### src/rtl/svd_pkg.sv
// Package for the soft-decision Viterbi decoder: sizes, register indexes and helpers.
// No dependencies.
package svd_pkg;
  localparam int StateBits  = 7;
  localparam int NumStates  = 1 << StateBits;
  localparam int MaxSteps   = 4096;
  localparam int SoftWidth  = 8;
  localparam int MetricW    = 24;
  localparam int StepW      = 13;
  localparam int AddrW      = 12;
  localparam int WordIdxW   = 6;

  localparam logic [1:0] RegPolyFirst   = 2'd0;
  localparam logic [1:0] RegPolySecond  = 2'd1;
  localparam logic [1:0] RegBlockLength = 2'd2;

  typedef logic [StateBits-1:0] state_t;
  typedef logic signed [MetricW-1:0] metric_t;

  function automatic logic parity7(input state_t g, input state_t s);
    parity7 = ^(g & s);
  endfunction
endpackage

### src/rtl/svd_acs.sv
// Shared add-compare-select unit, one state per cycle.
// Depends on svd_pkg.
module svd_acs import svd_pkg::*; (
  input  state_t                   poly_a_i,
  input  state_t                   poly_b_i,
  input  state_t                   state_i,
  input  logic signed [SoftWidth-1:0] soft_a_i,
  input  logic signed [SoftWidth-1:0] soft_b_i,
  input  metric_t                  old0_i,
  input  metric_t                  old1_i,
  output metric_t                  new_o,
  output logic                     take1_o
);
  metric_t ea, eb, edge_m, c0, c1;
  always_comb begin
    ea = MetricW'(soft_a_i);
    eb = MetricW'(soft_b_i);
    edge_m = (parity7(poly_a_i, state_i) ? ea : -ea) + (parity7(poly_b_i, state_i) ? eb : -eb);
    c0 = old0_i + edge_m;
    c1 = old1_i + edge_m;
    take1_o = c0 < c1;
    new_o = take1_o ? c1 : c0;
  end
endmodule

### config.mk
export PLATFORM = sky130hd
export DESIGN_NAME = svd_acs
export DESIGN_NICKNAME = d
export VERILOG_FILES = /design/src/rtl/svd_pkg.sv /design/src/rtl/svd_acs.sv
export SDC_FILE = /design/constraint.sdc
export NUM_CORES = 1
export LEC_CHECK = 0
export BUFFER_PORTS_ARGS = -buffer_cell sky130_fd_sc_hd__buf_2
export CAP_MARGIN = 20
export CORE_UTILIZATION = 58
export DETAILED_ROUTE_END_ITERATION = 7
export GPL_TIMING_DRIVEN = 0
export PLACE_DENSITY_LB_ADDON = 0.2
export SKIP_LAST_GASP = 1
export SLEW_MARGIN = 20
export SYNTH_ARGS = -nofsm -noshare
export SYNTH_HDL_FRONTEND = slang
export SYNTH_SLANG_ARGS = --single-unit
### constraint.sdc
create_clock -name vclk -period 10.75
set_input_delay 1.6125 -clock vclk [all_inputs]
set_output_delay 1.6125 -clock vclk [all_outputs]
set_load 0.05 [all_outputs]
======== Yosys cells after proc, flatten, opt, wreduce, memory -nomap -nowiden ========
Cells that the tools add are included.
storage, ports and cells
  bits in registers ....................... 0
  bits in latches ......................... 0
  bits in writable memories ............... 0
  memory bits (read-only) ................. 0
  output and inout bits ................... 25
  memories ................................ 0
operators by class
  add/sub/neg operators ................... 5
  multipliers ............................. 0
  divide/modulo/power cells ............... 0
  order comparisons ....................... 1
  equality and inequality tests ........... 0
  shifts and indexed selects .............. 0
  multiplexer cells ....................... 3
  bitwise gates (word level) .............. 2
  reduce and logical (&&, ||, !) cells .... 2
operators by type and width
  cell              number
  $add 24x24->24    3
  $mux 24           3
  $neg 8->24        2
  $lt 24x24->1      1
  $and 7x7->7       2
  $reduce_xor 7->1  2

======== Logic depth before layout (Yosys ltp) ========
  depth in word-level cells ............... 7
  depth in mapped cells ................... 36
  depth with buffers taken out ............ 33

======== Worst setup path before layout ========
No wires, ideal clock.
  kind .................................... in2out
  from .................................... input poly_b_i[5]
  to ...................................... output new_o[12]
  data arrival time ....................... 8.735 ns
  required time ........................... 9.137 ns
  path slack .............................. 0.403 ns
  cell stages on the path ................. 34
  cells stage by stage .................... nand2_1 xor2_1 xnor2_1 xnor2_1 clkbuf_1 a21o_1 inv_1 fa_1 nor2b_1 o21a_1 o21ai_0 a21oi_1 o2111ai_1 a31oi_1 a21oi_1 mux2_2 ha_1 clkbuf_1 a21o_1 a21oi_1 nor2_1 a31o_2 a211oi_1 o311ai_0 xnor2_1 ha_1 and3_1 a221oi_1 o21ai_2 xor2_1 buf_6 inv_2 buf_2 o21ai_0
on the way
  word-level cells in the longest chain between the ends .. 7
RTL lines
  item                                      line                          text
  start: declaration                        svd_acs.sv:5                  input state_t poly_b_i,
  $and 7x7->7 *                             svd_pkg.sv:21                 parity7 = ^(g & s);
  $reduce_xor 7->1 *                        svd_pkg.sv:21
  $mux 24 *                                 svd_acs.sv:18                 edge_m = (parity7(poly_a_i, state_i) ? ea : -ea) + (parity7(poly_b_i, state_i) ? eb : -eb);
  $add 24x24->24 *                          svd_acs.sv:18
  $add 24x24->24, on equally long branches  svd_acs.sv:19, svd_acs.sv:20
  $lt 24x24->1                              svd_acs.sv:21                 take1_o = c0 < c1;
  $mux 24 *                                 svd_acs.sv:22                 new_o = take1_o ? c1 : c0;
  end: declaration                          svd_acs.sv:11                 output metric_t new_o,
Mark *: on every way between the ends. The rest lies on a longest branch, timed or not.

======== Final worst setup path ========
  from .................................... input soft_b_i[1]
  to ...................................... output new_o[15]
on the way
  word-level cells in the longest chain between the ends .. 6
RTL lines
  item                                      line                          text
  start: declaration                        svd_acs.sv:8                  input logic signed [SoftWidth-1:0] soft_b_i,
  $neg 8->24                                svd_acs.sv:18
  $mux 24 *                                 svd_acs.sv:18
  $add 24x24->24 *                          svd_acs.sv:18
  $add 24x24->24, on equally long branches  svd_acs.sv:19, svd_acs.sv:20
  $lt 24x24->1                              svd_acs.sv:21
  $mux 24 *                                 svd_acs.sv:22
Marks and branches as above.

==> impl_metrics.toml <==
[status]
status = "finished clean"

[cells_and_area]
layout.nets = 987
diodes = 0
seq_cell_count = 0
final_area_um2 = 5772
nClkBuffers = 0
final_cells = 904
drive_gt1_share_pct = 20.78
mostFrequentLayoutCell = "buf_2"
final_cell_mix = "buf_2 (106), ha_1 (97), nand2_1 (62)"
regArea_um2 = 0
area_delta_synth_final_pct = 17.65
n_fill_cell = 697

[timing]
relSlewSlack_pct = 62.88
setup_ws_ps = 309.0
fin_crit_sh_pct = 97.13
hold_violations = 0
setup_viol = 0
hold-worst-slack_ps = 3813
drv_slew = 0
min_period_ps = 10440
fmax_ghz = 0.09578
worst_pin_slew_ps = 556.8

[placed_design]
pre_cts_ws_ps = -367.9
gp_congestion = 0.9286
hpwl_um = 11880
dpl_cell_area_um2 = 5588
io_buffers = 110
dpl.cell_count = 905

[critical_path]
crit_path_max_incr_delay_ps = 400
cpMaxStageDelayCell = "or3_1"
cp.arrival_ps = 8830
worst_setup_path_start_kind = "input pin"
crit_top_cell = "ha_1"
cp_data_required_time_ps = 9140
cp-end-kind = "primary output"
critical_path_class = "in2out"
crit_fanout = 10

[floorplan]
rows = 33
core_um2 = 8217
die_width_um = 93.97
dieArea_um2 = 8830
ios = 110
die_h_um = 93.97
initial_core_util_pct = 59.71

[synthesis]
synth_warnings = 0
synth_top_family_by_area = "compound AO/OA/AOI/OAI gates"
synth.top_cells.by_area = "ha_1 (25%), xnor2_1 (9.6%), a21o_1 (6.1%)"
synth_mux_area_share_pct = 1.377
synth-compound-area-share_pct = 31.80
synth-xor-area-share_pct = 15.66
synthAdderAreaFrac_pct = 26.22
syn-cell-area_um2 = 4906
yosysTopAreaCell = "ha_1"
synth_cells = 690
yosys.cell_types.count = 62
yosysSeqAreaShare_pct = 0
syn-mean-instance-area_um2 = 7.110
synth_top_area_share_pct = 24.99
synth-simple-area-share_pct = 20.61
synth_nets = 876

[routing]
drc_errors = 0
ant_nets = 0
drtIter0Drc = 271
drt_first_pass_iters = 5
vias = 5507
vias_per_cell = 6.092
wirelength_um = 13820
wl_per_cell_um = 15.29

[flow_run]
max-cap-violations = 0

[grt]
overflow = 0
grt_pass1_vias = 5258
grt_pass1_wl_um = 22620
grt_use_total_pct = 31.19
antenna_found_initial = 0
grt_start_max_net_pins = 11

[hold_path]
hp-class = "in2out"

[clock_network]
cts_hold_buf = 0
worst max-delay path, delay by kind of cell:
kind                       cells  cell delay [ps]
AOI/OAI and AO/OA             14             2590
xor gates and xnor gates       3              680
adders and majority gates      5             1440
buffers and inverters          6              910
and+or+nand+nor                8             1580
synthesized netlist by cell type, types with 3 or more instances:
| master | instances |
|---|---|
| nor3_1 | 9 |
| and2_1 | 6 |
| nor2b_1 | 9 |
| a21o_1 | 40 |
| nand2_1 | 62 |
| a211o_1 | 3 |
| inv_1 | 31 |
| a31oi_1 | 12 |
| o21ai_0 | 46 |
| mux2i_1 | 3 |
| fa_1 | 3 |
| ha_1 | 98 |
| or2_2 | 4 |
| a221oi_1 | 4 |
| and3_1 | 8 |
| clkbuf_1 | 15 |
| o21ai_1 | 15 |
| a31o_2 | 3 |
| xnor2_1 | 54 |
| a21oi_1 | 58 |
| o21a_1 | 8 |
| o21bai_1 | 6 |
| nand4_1 | 8 |
| nand3_1 | 15 |
| a21boi_0 | 10 |
| nor2_1 | 43 |
| nand2b_1 | 28 |
| a211oi_1 | 5 |
| o31ai_1 | 4 |
| or3_1 | 7 |
| xor2_1 | 30 |
layer usage:
| layer | vias to the layer above | global-route usage, % | wire [um] |
|---|---|---|---|
| met5 | - | 0 | 0 |
| met4 | 0 | 7.051 | 184 |
| met3 | 20 | 1.699 | 848 |
| met2 | 210 | 57.60 | 6736 |
| li1 | 2740 | - | - |
| met1 | 2537 | 39.28 | 6054 |
logic make-up after synthesis:
| family | Yosys count |
|---|---|
| AO/OA/AOI/OAI | 238 |
| XOR/XNOR | 86 |
| adder cells (fa/ha/maj) | 101 |
| buffers and inverters | 52 |
| multiplexers | 6 |
| AND/OR/NAND/NOR | 207 |
through the flow:
| step | setup TNS, ps | utilization [%] |
|---|---|---|
| 6_report | 0 | 70.25 |
| 2_1_floorplan | 0 | - |
| 4_1_cts | 0 | 68.30 |
| 5_1_grt | -121.6 | 70.25 |
| 3_5_place_dp | -4348 | 68.01 |
| 3_3_place_gp | -969.7 | 68.01 |
path summary, 6_finish.rpt:
| path | from | to | slack (ps) | cells after the start |
|---|---|---|---|---|
| setup / recovery | soft_b_i[1] | new_o[15] | 310 | 36 |
| hold / removal | old0_i[0] | new_o[0] | 3810 | 4 |
layout make-up:
cell class	instances	area (um^2)	area share (%)
buffer	17	86.33	1.496
inverter	32	120.1	2.081
timing repair buffer	112	588.1	10.19
tap	105	131.4	2.276
multi-input combinational	638	4846	83.96
what timing repair did:
action	in CTS	in global routing
buffers inserted	0	2
resized for setup	5	45
pin swaps	0	4
setup endpoints to repair	23	24
hold endpoints to repair	0	0
Power is not shown: default switching activity piles up to over one toggle a cycle in this logic, so the estimate is an artifact.
